===== src/rtl/core/tcgr_pkg.sv =====
// Shared constants, register indexes and controller/datapath structs for the
// text cursor glyph rasteriser. No dependencies.
package tcgr_pkg;

    localparam int ROW_PIXELS   = 64;
    localparam int HEIGHT_LIMIT = 100;
    localparam int WIDE_LIMIT   = 100;

    localparam int OP_W       = 2;
    localparam int COORD_W    = 16;
    localparam int COLOR_W    = 8;
    localparam int HEIGHT_W   = 8;
    localparam int TAB_W      = 9;
    localparam int GW_W       = 7;
    localparam int COUNT_W    = 16;
    localparam int CFG_IDX_W  = 4;
    localparam int CFG_DATA_W = 16;
    localparam int REM_W      = TAB_W + 1;
    localparam int DIV_STEPS  = COORD_W;
    localparam int DIV_CNT_W  = $clog2(DIV_STEPS + 1);

    localparam logic [OP_W-1:0] OP_NEWLINE = 2'd0;
    localparam logic [OP_W-1:0] OP_TAB     = 2'd1;
    localparam logic [OP_W-1:0] OP_GLYPH   = 2'd2;

    localparam logic [CFG_IDX_W-1:0] REG_ORIGIN_X       = 4'd0;
    localparam logic [CFG_IDX_W-1:0] REG_ORIGIN_Y       = 4'd1;
    localparam logic [CFG_IDX_W-1:0] REG_FG_COLOR       = 4'd2;
    localparam logic [CFG_IDX_W-1:0] REG_BG_COLOR       = 4'd3;
    localparam logic [CFG_IDX_W-1:0] REG_BG_TRANSPARENT = 4'd4;
    localparam logic [CFG_IDX_W-1:0] REG_GLYPH_HEIGHT   = 4'd5;
    localparam logic [CFG_IDX_W-1:0] REG_GLYPH_BASELINE = 4'd6;
    localparam logic [CFG_IDX_W-1:0] REG_TAB_WIDTH      = 4'd7;

    localparam logic [COLOR_W-1:0]  RST_FG_COLOR  = 8'd15;
    localparam logic [COLOR_W-1:0]  RST_BG_COLOR  = 8'd0;
    localparam logic [HEIGHT_W-1:0] RST_HEIGHT    = 8'd8;
    localparam logic [HEIGHT_W-1:0] RST_BASELINE  = 8'd7;
    localparam logic [TAB_W-1:0]    RST_TAB_WIDTH = 9'd16;

    typedef struct packed {
        logic newline;
        logic tab_start;
        logic div_step;
        logic tab_apply;
        logic row_load;
        logic scan_step;
        logic row_finish;
    } cmd_t;

    typedef struct packed {
        logic div_done;
        logic scan_empty;
        logic cur_emit;
        logic out_free;
    } stat_t;

endpackage


===== src/rtl/core/tcgr_item_if.sv =====
// Input item channel: newline, tab or glyph row beats.
// Depends on tcgr_pkg.
interface tcgr_item_if;
    import tcgr_pkg::*;

    logic                  valid;
    logic                  ready;
    logic [OP_W-1:0]       operation;
    logic [ROW_PIXELS-1:0] row_bits;
    logic [GW_W-1:0]       glyph_width;
    logic                  last_row;

    modport source (output valid, operation, row_bits, glyph_width, last_row, input ready);
    modport sink (input valid, operation, row_bits, glyph_width, last_row, output ready);
endinterface


===== src/rtl/core/tcgr_pixel_if.sv =====
// Result channel: one pixel write per beat.
// Depends on tcgr_pkg.
interface tcgr_pixel_if;
    import tcgr_pkg::*;

    logic                      valid;
    logic                      ready;
    logic signed [COORD_W-1:0] pixel_x;
    logic signed [COORD_W-1:0] pixel_y;
    logic [COLOR_W-1:0]        pixel_color;
    logic                      row_done;
    logic [COUNT_W-1:0]        chars_drawn;

    modport source (output valid, pixel_x, pixel_y, pixel_color, row_done, chars_drawn,
                    input ready);
    modport sink (input valid, pixel_x, pixel_y, pixel_color, row_done, chars_drawn,
                  output ready);
endinterface


===== src/rtl/core/tcgr_cfg_if.sv =====
// Configuration write channel: register index and write data per beat.
// Depends on tcgr_pkg.
interface tcgr_cfg_if;
    import tcgr_pkg::*;

    logic                  valid;
    logic                  ready;
    logic [CFG_IDX_W-1:0]  index;
    logic [CFG_DATA_W-1:0] data;

    modport source (output valid, index, data, input ready);
    modport sink (input valid, index, data, output ready);
endinterface


===== src/rtl/core/tcgr_dp.sv =====
// Datapath: configuration registers, text cursor, tab remainder divider,
// glyph row scanner and pixel output register. Depends on tcgr_pkg and interfaces.
module tcgr_dp (
    input  logic                              clk,
    input  logic                              rst_n,
    input  tcgr_pkg::cmd_t                    cmd,
    output tcgr_pkg::stat_t                   stat,
    input  logic [tcgr_pkg::ROW_PIXELS-1:0]   row_bits,
    input  logic [tcgr_pkg::GW_W-1:0]         glyph_width,
    input  logic                              last_row,
    tcgr_cfg_if.sink                          cfg,
    tcgr_pixel_if.source                      pixel
);
    import tcgr_pkg::*;

    logic [COORD_W-1:0]    origin_x_reg, origin_y_reg;
    logic [COLOR_W-1:0]    fg_color_reg, bg_color_reg;
    logic                  bg_transparent_reg;
    logic [HEIGHT_W-1:0]   height_reg, baseline_reg;
    logic [TAB_W-1:0]      tab_width_reg;

    logic [COORD_W-1:0]    cursor_x_reg, cursor_x_next;
    logic [COORD_W-1:0]    cursor_y_reg, cursor_y_next;
    logic [HEIGHT_W-1:0]   row_index_reg, row_index_next;
    logic [COUNT_W-1:0]    drawn_count_reg, drawn_count_next;

    logic                  tab_neg_reg;
    logic [COORD_W-1:0]    div_a_reg;
    logic [REM_W-1:0]      rem_reg;
    logic [DIV_CNT_W-1:0]  div_cnt_reg;
    logic [REM_W-1:0]      rem_sh;
    logic [REM_W-1:0]      tab_rem;

    logic [ROW_PIXELS-1:0] bits_sr_reg, emit_sr_reg;
    logic [GW_W-1:0]       width_reg;
    logic                  last_reg;
    logic [COORD_W-1:0]    px_reg, py_reg;
    logic [GW_W-1:0]       cols;
    logic [ROW_PIXELS-1:0] col_mask;
    logic                  draw_en;
    logic                  cfg_wr;
    logic                  out_load;

    logic                  out_valid_reg;
    logic [COORD_W-1:0]    out_x_reg, out_y_reg;
    logic [COLOR_W-1:0]    out_color_reg;
    logic                  out_done_reg;
    logic [COUNT_W-1:0]    out_chars_reg;

    assign cfg.ready = 1'b1;
    assign cfg_wr    = cfg.valid;

    always_ff @(posedge clk or negedge rst_n)
    begin
        if (!rst_n)
        begin
            origin_x_reg       <= '0;
            origin_y_reg       <= '0;
            fg_color_reg       <= RST_FG_COLOR;
            bg_color_reg       <= RST_BG_COLOR;
            bg_transparent_reg <= 1'b1;
            height_reg         <= RST_HEIGHT;
            baseline_reg       <= RST_BASELINE;
            tab_width_reg      <= RST_TAB_WIDTH;
        end
        else if (cfg_wr)
        begin
            case (cfg.index)
                REG_ORIGIN_X:       origin_x_reg       <= cfg.data[COORD_W-1:0];
                REG_ORIGIN_Y:       origin_y_reg       <= cfg.data[COORD_W-1:0];
                REG_FG_COLOR:       fg_color_reg       <= cfg.data[COLOR_W-1:0];
                REG_BG_COLOR:       bg_color_reg       <= cfg.data[COLOR_W-1:0];
                REG_BG_TRANSPARENT: bg_transparent_reg <= cfg.data[0];
                REG_GLYPH_HEIGHT:   height_reg         <= cfg.data[HEIGHT_W-1:0];
                REG_GLYPH_BASELINE: baseline_reg       <= cfg.data[HEIGHT_W-1:0];
                REG_TAB_WIDTH:      tab_width_reg      <= cfg.data[TAB_W-1:0];
                default:            ;
            endcase
        end
    end

    assign rem_sh  = {rem_reg[REM_W-2:0], div_a_reg[COORD_W-1]};
    assign tab_rem = (tab_neg_reg && (rem_reg != '0)) ?
                     (REM_W'(tab_width_reg) - rem_reg) : rem_reg;

    always_comb
    begin
        cursor_x_next    = cursor_x_reg;
        cursor_y_next    = cursor_y_reg;
        row_index_next   = row_index_reg;
        drawn_count_next = drawn_count_reg;
        if (cfg_wr && (cfg.index == REG_ORIGIN_X))
            cursor_x_next = cfg.data[COORD_W-1:0];
        if (cfg_wr && (cfg.index == REG_ORIGIN_Y))
            cursor_y_next = cfg.data[COORD_W-1:0];
        if (cmd.newline)
        begin
            cursor_x_next = origin_x_reg;
            cursor_y_next = cursor_y_reg + COORD_W'(height_reg) + COORD_W'(2);
        end
        if (cmd.tab_apply && (tab_width_reg != '0))
            cursor_x_next = cursor_x_reg + COORD_W'(tab_width_reg) - COORD_W'(tab_rem);
        if (cmd.row_finish)
        begin
            if (last_reg)
            begin
                cursor_x_next  = cursor_x_reg + COORD_W'(width_reg);
                row_index_next = '0;
                if (drawn_count_reg != {COUNT_W{1'b1}})
                    drawn_count_next = drawn_count_reg + COUNT_W'(1);
            end
            else if (row_index_reg != {HEIGHT_W{1'b1}})
                row_index_next = row_index_reg + HEIGHT_W'(1);
        end
    end

    always_ff @(posedge clk or negedge rst_n)
    begin
        if (!rst_n)
        begin
            cursor_x_reg    <= '0;
            cursor_y_reg    <= '0;
            row_index_reg   <= '0;
            drawn_count_reg <= '0;
            div_cnt_reg     <= '0;
        end
        else
        begin
            cursor_x_reg    <= cursor_x_next;
            cursor_y_reg    <= cursor_y_next;
            row_index_reg   <= row_index_next;
            drawn_count_reg <= drawn_count_next;
            if (cmd.tab_start)
                div_cnt_reg <= '0;
            else if (cmd.div_step)
                div_cnt_reg <= div_cnt_reg + DIV_CNT_W'(1);
        end
    end

    // Remainder of |x| by tab width, one bit per step
    always_ff @(posedge clk)
    begin
        if (cmd.tab_start)
        begin
            tab_neg_reg <= cursor_x_reg[COORD_W-1];
            div_a_reg   <= cursor_x_reg[COORD_W-1] ? (-cursor_x_reg) : cursor_x_reg;
            rem_reg     <= '0;
        end
        else if (cmd.div_step)
        begin
            div_a_reg <= {div_a_reg[COORD_W-2:0], 1'b0};
            rem_reg   <= (rem_sh >= REM_W'(tab_width_reg)) ?
                         (rem_sh - REM_W'(tab_width_reg)) : rem_sh;
        end
    end

    assign draw_en  = (height_reg <= HEIGHT_W'(HEIGHT_LIMIT)) &&
                      (glyph_width <= GW_W'(WIDE_LIMIT)) &&
                      (row_index_reg < height_reg);
    assign cols     = (glyph_width > GW_W'(ROW_PIXELS)) ? GW_W'(ROW_PIXELS) : glyph_width;
    assign col_mask = ~({ROW_PIXELS{1'b1}} >> cols);

    always_ff @(posedge clk)
    begin
        if (cmd.row_load)
        begin
            bits_sr_reg <= row_bits;
            emit_sr_reg <= draw_en ?
                           ((row_bits | {ROW_PIXELS{~bg_transparent_reg}}) & col_mask) : '0;
            width_reg   <= glyph_width;
            last_reg    <= last_row;
            px_reg      <= cursor_x_reg;
            py_reg      <= cursor_y_reg - COORD_W'(height_reg) + COORD_W'(baseline_reg) +
                           COORD_W'(row_index_reg);
        end
        else if (cmd.scan_step)
        begin
            bits_sr_reg <= {bits_sr_reg[ROW_PIXELS-2:0], 1'b0};
            emit_sr_reg <= {emit_sr_reg[ROW_PIXELS-2:0], 1'b0};
            px_reg      <= px_reg + COORD_W'(1);
        end
    end

    assign out_load = cmd.scan_step && emit_sr_reg[ROW_PIXELS-1];

    always_ff @(posedge clk or negedge rst_n)
    begin
        if (!rst_n)
            out_valid_reg <= 1'b0;
        else if (out_load)
            out_valid_reg <= 1'b1;
        else if (pixel.ready)
            out_valid_reg <= 1'b0;
    end

    always_ff @(posedge clk)
    begin
        if (out_load)
        begin
            out_x_reg     <= px_reg;
            out_y_reg     <= py_reg;
            out_color_reg <= bits_sr_reg[ROW_PIXELS-1] ? fg_color_reg : bg_color_reg;
            out_done_reg  <= (emit_sr_reg[ROW_PIXELS-2:0] == '0);
            out_chars_reg <= drawn_count_reg;
        end
    end

    assign pixel.valid       = out_valid_reg;
    assign pixel.pixel_x     = out_x_reg;
    assign pixel.pixel_y     = out_y_reg;
    assign pixel.pixel_color = out_color_reg;
    assign pixel.row_done    = out_done_reg;
    assign pixel.chars_drawn = out_chars_reg;

    assign stat.div_done   = (div_cnt_reg == DIV_CNT_W'(DIV_STEPS));
    assign stat.scan_empty = (emit_sr_reg == '0);
    assign stat.cur_emit   = emit_sr_reg[ROW_PIXELS-1];
    assign stat.out_free   = !out_valid_reg || pixel.ready;

    a_div_cnt_bound: assert property (@(posedge clk) disable iff (!rst_n)
        div_cnt_reg <= DIV_CNT_W'(DIV_STEPS))
        else $error("divider step count overran");

    a_last_clears_row: assert property (@(posedge clk) disable iff (!rst_n)
        (cmd.row_finish && last_reg) |=> (row_index_reg == '0))
        else $error("last row did not clear row index");

    a_load_when_free: assert property (@(posedge clk) disable iff (!rst_n)
        out_load |-> (!out_valid_reg || pixel.ready))
        else $error("pixel beat overwritten before it was taken");

endmodule


===== src/rtl/core/tcgr_ctrl.sv =====
// Controller: sequences newline, tab division and glyph row scanning.
// Depends on tcgr_pkg.
module tcgr_ctrl (
    input  logic                        clk,
    input  logic                        rst_n,
    input  logic                        item_valid,
    input  logic [tcgr_pkg::OP_W-1:0]   operation,
    output logic                        item_ready,
    output tcgr_pkg::cmd_t              cmd,
    input  tcgr_pkg::stat_t             stat
);
    import tcgr_pkg::*;

    localparam logic [1:0] S_IDLE = 2'd0;
    localparam logic [1:0] S_DIV  = 2'd1;
    localparam logic [1:0] S_TAB  = 2'd2;
    localparam logic [1:0] S_SCAN = 2'd3;

    logic [1:0] state_reg, state_next;
    logic       accept;

    assign item_ready = (state_reg == S_IDLE);
    assign accept     = item_valid && item_ready;

    always_comb
    begin
        state_next = state_reg;
        cmd        = '0;
        case (state_reg)
            S_IDLE:
            begin
                if (accept)
                begin
                    case (operation)
                        OP_NEWLINE: cmd.newline = 1'b1;
                        OP_TAB:
                        begin
                            cmd.tab_start = 1'b1;
                            state_next    = S_DIV;
                        end
                        OP_GLYPH:
                        begin
                            cmd.row_load = 1'b1;
                            state_next   = S_SCAN;
                        end
                        default: ;
                    endcase
                end
            end
            S_DIV:
            begin
                if (stat.div_done)
                    state_next = S_TAB;
                else
                    cmd.div_step = 1'b1;
            end
            S_TAB:
            begin
                cmd.tab_apply = 1'b1;
                state_next    = S_IDLE;
            end
            S_SCAN:
            begin
                if (stat.scan_empty)
                begin
                    cmd.row_finish = 1'b1;
                    state_next     = S_IDLE;
                end
                else if (!stat.cur_emit || stat.out_free)
                    cmd.scan_step = 1'b1;
            end
            default: state_next = S_IDLE;
        endcase
    end

    always_ff @(posedge clk or negedge rst_n)
    begin
        if (!rst_n)
            state_reg <= S_IDLE;
        else
            state_reg <= state_next;
    end

    a_div_to_tab: assert property (@(posedge clk) disable iff (!rst_n)
        ((state_reg == S_DIV) && stat.div_done) |=> (state_reg == S_TAB))
        else $error("divider finish did not lead to tab update");

endmodule


===== src/rtl/core/text_cursor_glyph_rasterizer_unit.sv =====
// Top level of the text cursor glyph rasteriser: controller plus datapath.
// Depends on tcgr_pkg, tcgr_item_if, tcgr_pixel_if, tcgr_cfg_if, tcgr_ctrl, tcgr_dp.
//
//   channel  role   beat contents
//   item     sink   operation, row_bits, glyph_width, last_row
//   pixel    source pixel_x, pixel_y, pixel_color, row_done, chars_drawn
//   cfg      sink   index, data (always ready)
//
// Newline: cursor moved as the item is taken. Tab: 16 remainder steps in the divider,
// then the cursor update. Glyph row: columns scanned one per cycle up to the last
// drawn one, stalled while a pixel beat waits on a full output register.
// Reset is asynchronous, active low; no clearing pass.
// Items are taken only with the controller idle; the output register holds a
// pixel beat while the next item is accepted.
module text_cursor_glyph_rasterizer_unit (
    input logic          clk,
    input logic          rst_n,
    tcgr_item_if.sink    item,
    tcgr_pixel_if.source pixel,
    tcgr_cfg_if.sink     cfg
);
    import tcgr_pkg::*;

    cmd_t  cmd;
    stat_t stat;
    logic  item_ready;

    assign item.ready = item_ready;

    tcgr_ctrl u_ctrl (
        .clk        (clk),
        .rst_n      (rst_n),
        .item_valid (item.valid),
        .operation  (item.operation),
        .item_ready (item_ready),
        .cmd        (cmd),
        .stat       (stat)
    );

    tcgr_dp u_dp (
        .clk         (clk),
        .rst_n       (rst_n),
        .cmd         (cmd),
        .stat        (stat),
        .row_bits    (item.row_bits),
        .glyph_width (item.glyph_width),
        .last_row    (item.last_row),
        .cfg         (cfg),
        .pixel       (pixel)
    );

endmodule

===== src/flat_wrapper.sv =====
// flat-port wrapper written by rule: the top's interface ports become plain ports
module text_cursor_glyph_rasterizer_unit_flat import tcgr_pkg::*;
  (clk, rst_n, item_valid, item_operation, item_row_bits, item_glyph_width, item_last_row, item_ready, pixel_valid, pixel_pixel_x, pixel_pixel_y, pixel_pixel_color, pixel_row_done, pixel_chars_drawn, pixel_ready, cfg_valid, cfg_index, cfg_data, cfg_ready);
  tcgr_item_if item_i ();
  tcgr_pixel_if pixel_i ();
  tcgr_cfg_if cfg_i ();
  input logic clk;
  input logic rst_n;
  input wire logic [$bits(item_i.valid)-1:0] item_valid;
  input wire logic [$bits(item_i.operation)-1:0] item_operation;
  input wire logic [$bits(item_i.row_bits)-1:0] item_row_bits;
  input wire logic [$bits(item_i.glyph_width)-1:0] item_glyph_width;
  input wire logic [$bits(item_i.last_row)-1:0] item_last_row;
  output wire logic [$bits(item_i.ready)-1:0] item_ready;
  output wire logic [$bits(pixel_i.valid)-1:0] pixel_valid;
  output wire logic [$bits(pixel_i.pixel_x)-1:0] pixel_pixel_x;
  output wire logic [$bits(pixel_i.pixel_y)-1:0] pixel_pixel_y;
  output wire logic [$bits(pixel_i.pixel_color)-1:0] pixel_pixel_color;
  output wire logic [$bits(pixel_i.row_done)-1:0] pixel_row_done;
  output wire logic [$bits(pixel_i.chars_drawn)-1:0] pixel_chars_drawn;
  input wire logic [$bits(pixel_i.ready)-1:0] pixel_ready;
  input wire logic [$bits(cfg_i.valid)-1:0] cfg_valid;
  input wire logic [$bits(cfg_i.index)-1:0] cfg_index;
  input wire logic [$bits(cfg_i.data)-1:0] cfg_data;
  output wire logic [$bits(cfg_i.ready)-1:0] cfg_ready;
  assign item_i.valid = item_valid;
  assign item_i.operation = item_operation;
  assign item_i.row_bits = item_row_bits;
  assign item_i.glyph_width = item_glyph_width;
  assign item_i.last_row = item_last_row;
  assign item_ready = item_i.ready;
  assign pixel_valid = pixel_i.valid;
  assign pixel_pixel_x = pixel_i.pixel_x;
  assign pixel_pixel_y = pixel_i.pixel_y;
  assign pixel_pixel_color = pixel_i.pixel_color;
  assign pixel_row_done = pixel_i.row_done;
  assign pixel_chars_drawn = pixel_i.chars_drawn;
  assign pixel_i.ready = pixel_ready;
  assign cfg_i.valid = cfg_valid;
  assign cfg_i.index = cfg_index;
  assign cfg_i.data = cfg_data;
  assign cfg_ready = cfg_i.ready;
  text_cursor_glyph_rasterizer_unit u_core (.clk(clk), .rst_n(rst_n), .item(item_i), .pixel(pixel_i), .cfg(cfg_i));
endmodule

===== config.mk =====
export PLATFORM = sky130hd
export DESIGN_NAME = text_cursor_glyph_rasterizer_unit_flat
export DESIGN_NICKNAME = d
export VERILOG_FILES = /design/src/rtl/core/tcgr_pkg.sv /design/src/rtl/core/tcgr_item_if.sv /design/src/rtl/core/tcgr_pixel_if.sv /design/src/rtl/core/tcgr_cfg_if.sv /design/src/rtl/core/tcgr_dp.sv /design/src/rtl/core/tcgr_ctrl.sv /design/src/rtl/core/text_cursor_glyph_rasterizer_unit.sv /design/src/flat_wrapper.sv
export SDC_FILE = /design/constraint.sdc
export NUM_CORES = 1
export LEC_CHECK = 0
export BUFFER_PORTS_ARGS = -buffer_cell sky130_fd_sc_hd__buf_2
export CAP_MARGIN = 10
export CORE_ASPECT_RATIO = 2
export CORE_MARGIN = 5
export CORE_UTILIZATION = 31
export CTS_BUF_LIST = sky130_fd_sc_hd__clkbuf_4
export DETAILED_ROUTE_END_ITERATION = 12
export PLACE_DENSITY_LB_ADDON = 0.1
export SLEW_MARGIN = 20
export SYNTH_ARGS = -nofsm -noshare
export SYNTH_HDL_FRONTEND = slang
export SYNTH_SLANG_ARGS = --single-unit

===== constraint.sdc =====
create_clock -name clk -period 6.66 [get_ports clk]
set_input_delay 0.666 -clock clk [delete_from_list [all_inputs] [get_ports clk]]
set_output_delay 0.666 -clock clk [all_outputs]
set_load 0.005 [all_outputs]

==> flow_summary.yaml <==
cts:
  path_clk_slew_ns: 0.08
  cts_hold_buf: 72
  clk_path_buf_depth: 3
  postCtsSetupBuffers: 0
  clock-root-buffer: "clkbuf_4"
  cts_buffers: 98
  tritoncts: "built"
  htreeDepth: 3
  worstSkewPairLatency_ns: 0.93
  cts_resized: 0
  cts.sinks: 374
synthesis:
  synth_edf_count: 242
  synthTopCellsByArea: "edfxtp_1, dfrtp_1, nand2_1"
  synth_fp_nets: 2294
  synth_top_area_frac: 0.347
  ys.flop_type: "edfxtp_1"
  synth.largest_area_cell: "edfxtp_1"
  syn-mean-instance-area_sq_um: 10.2
  synth_warnings: 0
  netlist_area_sq_um: 20900
  synth_cell_type_count: 86
  ys_ff_latch: 374
  ys_seq_area_frac: 0.503
  synthArstFlopShare: 0.326
  synthCells: 2060
cells_and_area:
  final_cells: 3281
  fin_util: 0.368
  layout-drive-gt1-share: 0.166
  synthToLayoutAreaGrowth_pct: 17.6
  fin_nets: 2551
setup_path:
  cp_top_family: "compound AO/OA/AOI/OAI gates"
  cp.arrival_ns: 5.78
  crit_type: "reg2reg"
  r2r_slack_ns: 1.69
  critPathBufInv: 2
  rr_startpoint: "u_core.u_dp.tab_width_reg[0]"
  start_kind: "flop"
  crit_top_cell: "a21oi_1"
  cpMaxStageDelayCell: "fa_1"
  reg2reg_to: "u_core.u_dp.cursor_x_reg[14]"
  path_max_fanout: 5
  max_stage_delay_ns: 0.46
  rr_worst_depth: 20
  critPathRequiredTime_ns: 7.47
  worstSetupEndpointType: "flop"
  path_cells: "inv_1, ha_1, inv_1, fa_1, a21o_1, a21oi_1, o21bai_1, a21oi_1, o21ai_0, xor2_1, mux2i_1, fa_1, ha_1, a21o_1, a21oi_1, nor3b_1, nand3_1, a311o_1, xnor2_1, a221o_1"
placed_design:
  dpl.hpwl_mm: 49.7
  place_congestion: 0.844
  port_buffers: 157
  dp.cells: 3029
grt:
  grt_pass1_wl_mm: 104
  track_usage: 0.185
  grt_max_degree: 82
  antenna_found_initial: 2
  grt_overflow: 0
  grt_pass1_vias: 17623
floorplanning:
  die_width_microns: 194
  coreArea_sq_um: 66900
  die_area_sq_um: 73100
  start_util: 0.313
  io_pins: 159
  rows: 134
  die_height_microns: 377
power:
  finalPower_mw: 11.2
  vdd_drop_max_v: 0.000172
  power.leakage_nw: 10.2
  power_density_nw_per_um2: 454
min_path:
  hp-start: "item_row_bits[16]"
  hold_class: "in2reg"
  min_path_cells: 3
  hold_path_end: "u_core.u_dp.emit_sr_reg[16]"
detailed_routing:
  ant_nets: 0
  drt-initial-drc-count: 758
  vias: 16593
  wl_per_cell_microns: 20.9
  drc: 0
  wl_mm: 68.5
  firstDrtPassIters: 5
  viasPerCell: 5.06
sta:
  hold_viol_final: 0
  rsz0062_at_grt: "no"
  min_period_ns: 4.97
  skew_ns: 0.0664
  worst_pin_slew_ns: 1.08
  fin_crit_sh: 0.746
  setup-violations-final: 0
  relSlewSlack: 0.281
  maxSlewViolCount: 0
  whs_ns: 0.157
  fmax_mhz: 201
  fin_setup_tns_ns: 0
run_status:
  outcome: "finished, final reports clean"
flow_run:
  cap_violations: 0
cells by family after synthesis:
family | count (synthesis) | synth area share
AO/OA/AOI/OAI | 436 | 0.135
XOR/XNOR | 99 | 0.0414
adder cells (fa/ha/maj) | 135 | 0.0911
buffers and inverters | 220 | 0.0408
flip-flops | 374 | 0.503
multiplexers | 49 | 0.0253
other | 1 | 0.000179
AND/OR/NAND/NOR | 746 | 0.163
layer usage:
layer  up-vias  routed length [microns]  global-route usage
met3       132                     3130              0.0360
li1       7898                        -                   -
met4         0                     2900              0.0929
met2       459                    37000               0.348
met5         -                        0                   0
met1      8104                    25500               0.197
worst min-delay path: cells and delay by family:
kind / cells / cell delay [ns]
buf+inv: 1 / 0.09
simple gates: 1 / 0.04
compound gates: 1 / 0.14
worst max path at each step:
stage | slack [ns] | to | depth (start not counted) | start
after detailed placement | 1.64 | u_core.u_dp.cursor_x_reg[14] | 20 | u_core.u_dp.tab_width_reg[0]
after global routing | 1.25 | u_core.u_dp.cursor_x_reg[14] | 20 | u_core.u_dp.tab_width_reg[0]
after floorplan | 1.58 | u_core.u_dp.bits_sr_reg[0] | 6 | item_valid
after global placement | 1.73 | u_core.u_dp.cursor_x_reg[14] | 19 | u_core.u_dp.rem_reg[0]
final | 1.69 | u_core.u_dp.cursor_x_reg[14] | 20 | u_core.u_dp.tab_width_reg[0]
after CTS | 1.69 | u_core.u_dp.cursor_x_reg[14] | 20 | u_core.u_dp.tab_width_reg[0]
per-stage QoR:
step	instance area [sq um]	worst slack (ns)
4_1_cts	24600	1.69
6_report	24600	1.69
2_1_floorplan	20900	1.58
5_1_grt	24600	1.25
3_5_place_dp	22700	1.64
3_3_place_gp	22700	1.73
cell usage after synthesis (6+ instances only):
| master | instances |
|---|---|
| o22ai_1 | 17 |
| mux2i_1 | 17 |
| o21a_1 | 14 |
| o31ai_1 | 7 |
| inv_1 | 125 |
| ha_1 | 106 |
| dfxtp_1 | 10 |
| a211oi_1 | 19 |
| o21ai_1 | 12 |
| dfstp_2 | 10 |
| dfrtp_1 | 112 |
| clkbuf_1 | 77 |
| a21o_1 | 14 |
| nor2b_1 | 17 |
| nand4_1 | 20 |
| nand2_1 | 420 |
| a22o_1 | 18 |
| xor2_1 | 30 |
| and2_1 | 11 |
| xnor2_1 | 69 |
| mux2_2 | 32 |
| nor4_1 | 21 |
| a211o_1 | 6 |
| or3_1 | 22 |
| nand3_1 | 39 |
| a21oi_1 | 77 |
| o21ai_0 | 147 |
| a311oi_1 | 14 |
| nor3_1 | 21 |
| nand2b_1 | 23 |
| o211ai_1 | 8 |
| a31oi_1 | 10 |
| fa_1 | 29 |
| buf_2 | 8 |
| a2bb2oi_1 | 8 |
| edfxtp_1 | 242 |
| o221ai_1 | 11 |
| and3_1 | 17 |
| nor2_1 | 97 |
| and4_1 | 6 |
| nor3_2 | 8 |
layout make-up:
class / instances / area (sq um)
fill: 6832 / 42300
inverter: 126 / 475
antenna: 4 / 10.0
clock buffer: 136 / 1020
multi-input combinational: 1466 / 9590
tap: 884 / 1110
timing repair buffer: 251 / 1680
sequential: 374 / 10500
clock inverter: 40 / 199
where the power goes:
group,internal (mW),switching (mW)
Clock,0.985,1.07
Combinational,2.13,2.98
Sequential,3.45,0.564
placed cells by master (no fill, tap or decap), types with 20 or more instances in the layout:
master         netlist  layout
dlygate4sd3_1        0      72
buf_4                5      22
inv_1              125     124
nand2_1            420     418
edfxtp_1           242     242
dfrtp_1            112     112
clkbuf_4             0     136
ha_1               106     106
a21oi_1             77      77
nand4_1             20      20
nor4_1              21      21
fa_1                29      29
buf_2                8     156
mux2_2              32      32
nor2_1              97      97
nor3_1              21      21
clkinv_1             1      30
or3_1               22      22
nand2b_1            23      23
nand3_1             39      39
o21ai_0            147     147
xor2_1              30      30
xnor2_1             69      69
No activity file was read; power rests on OpenSTA's default activity.
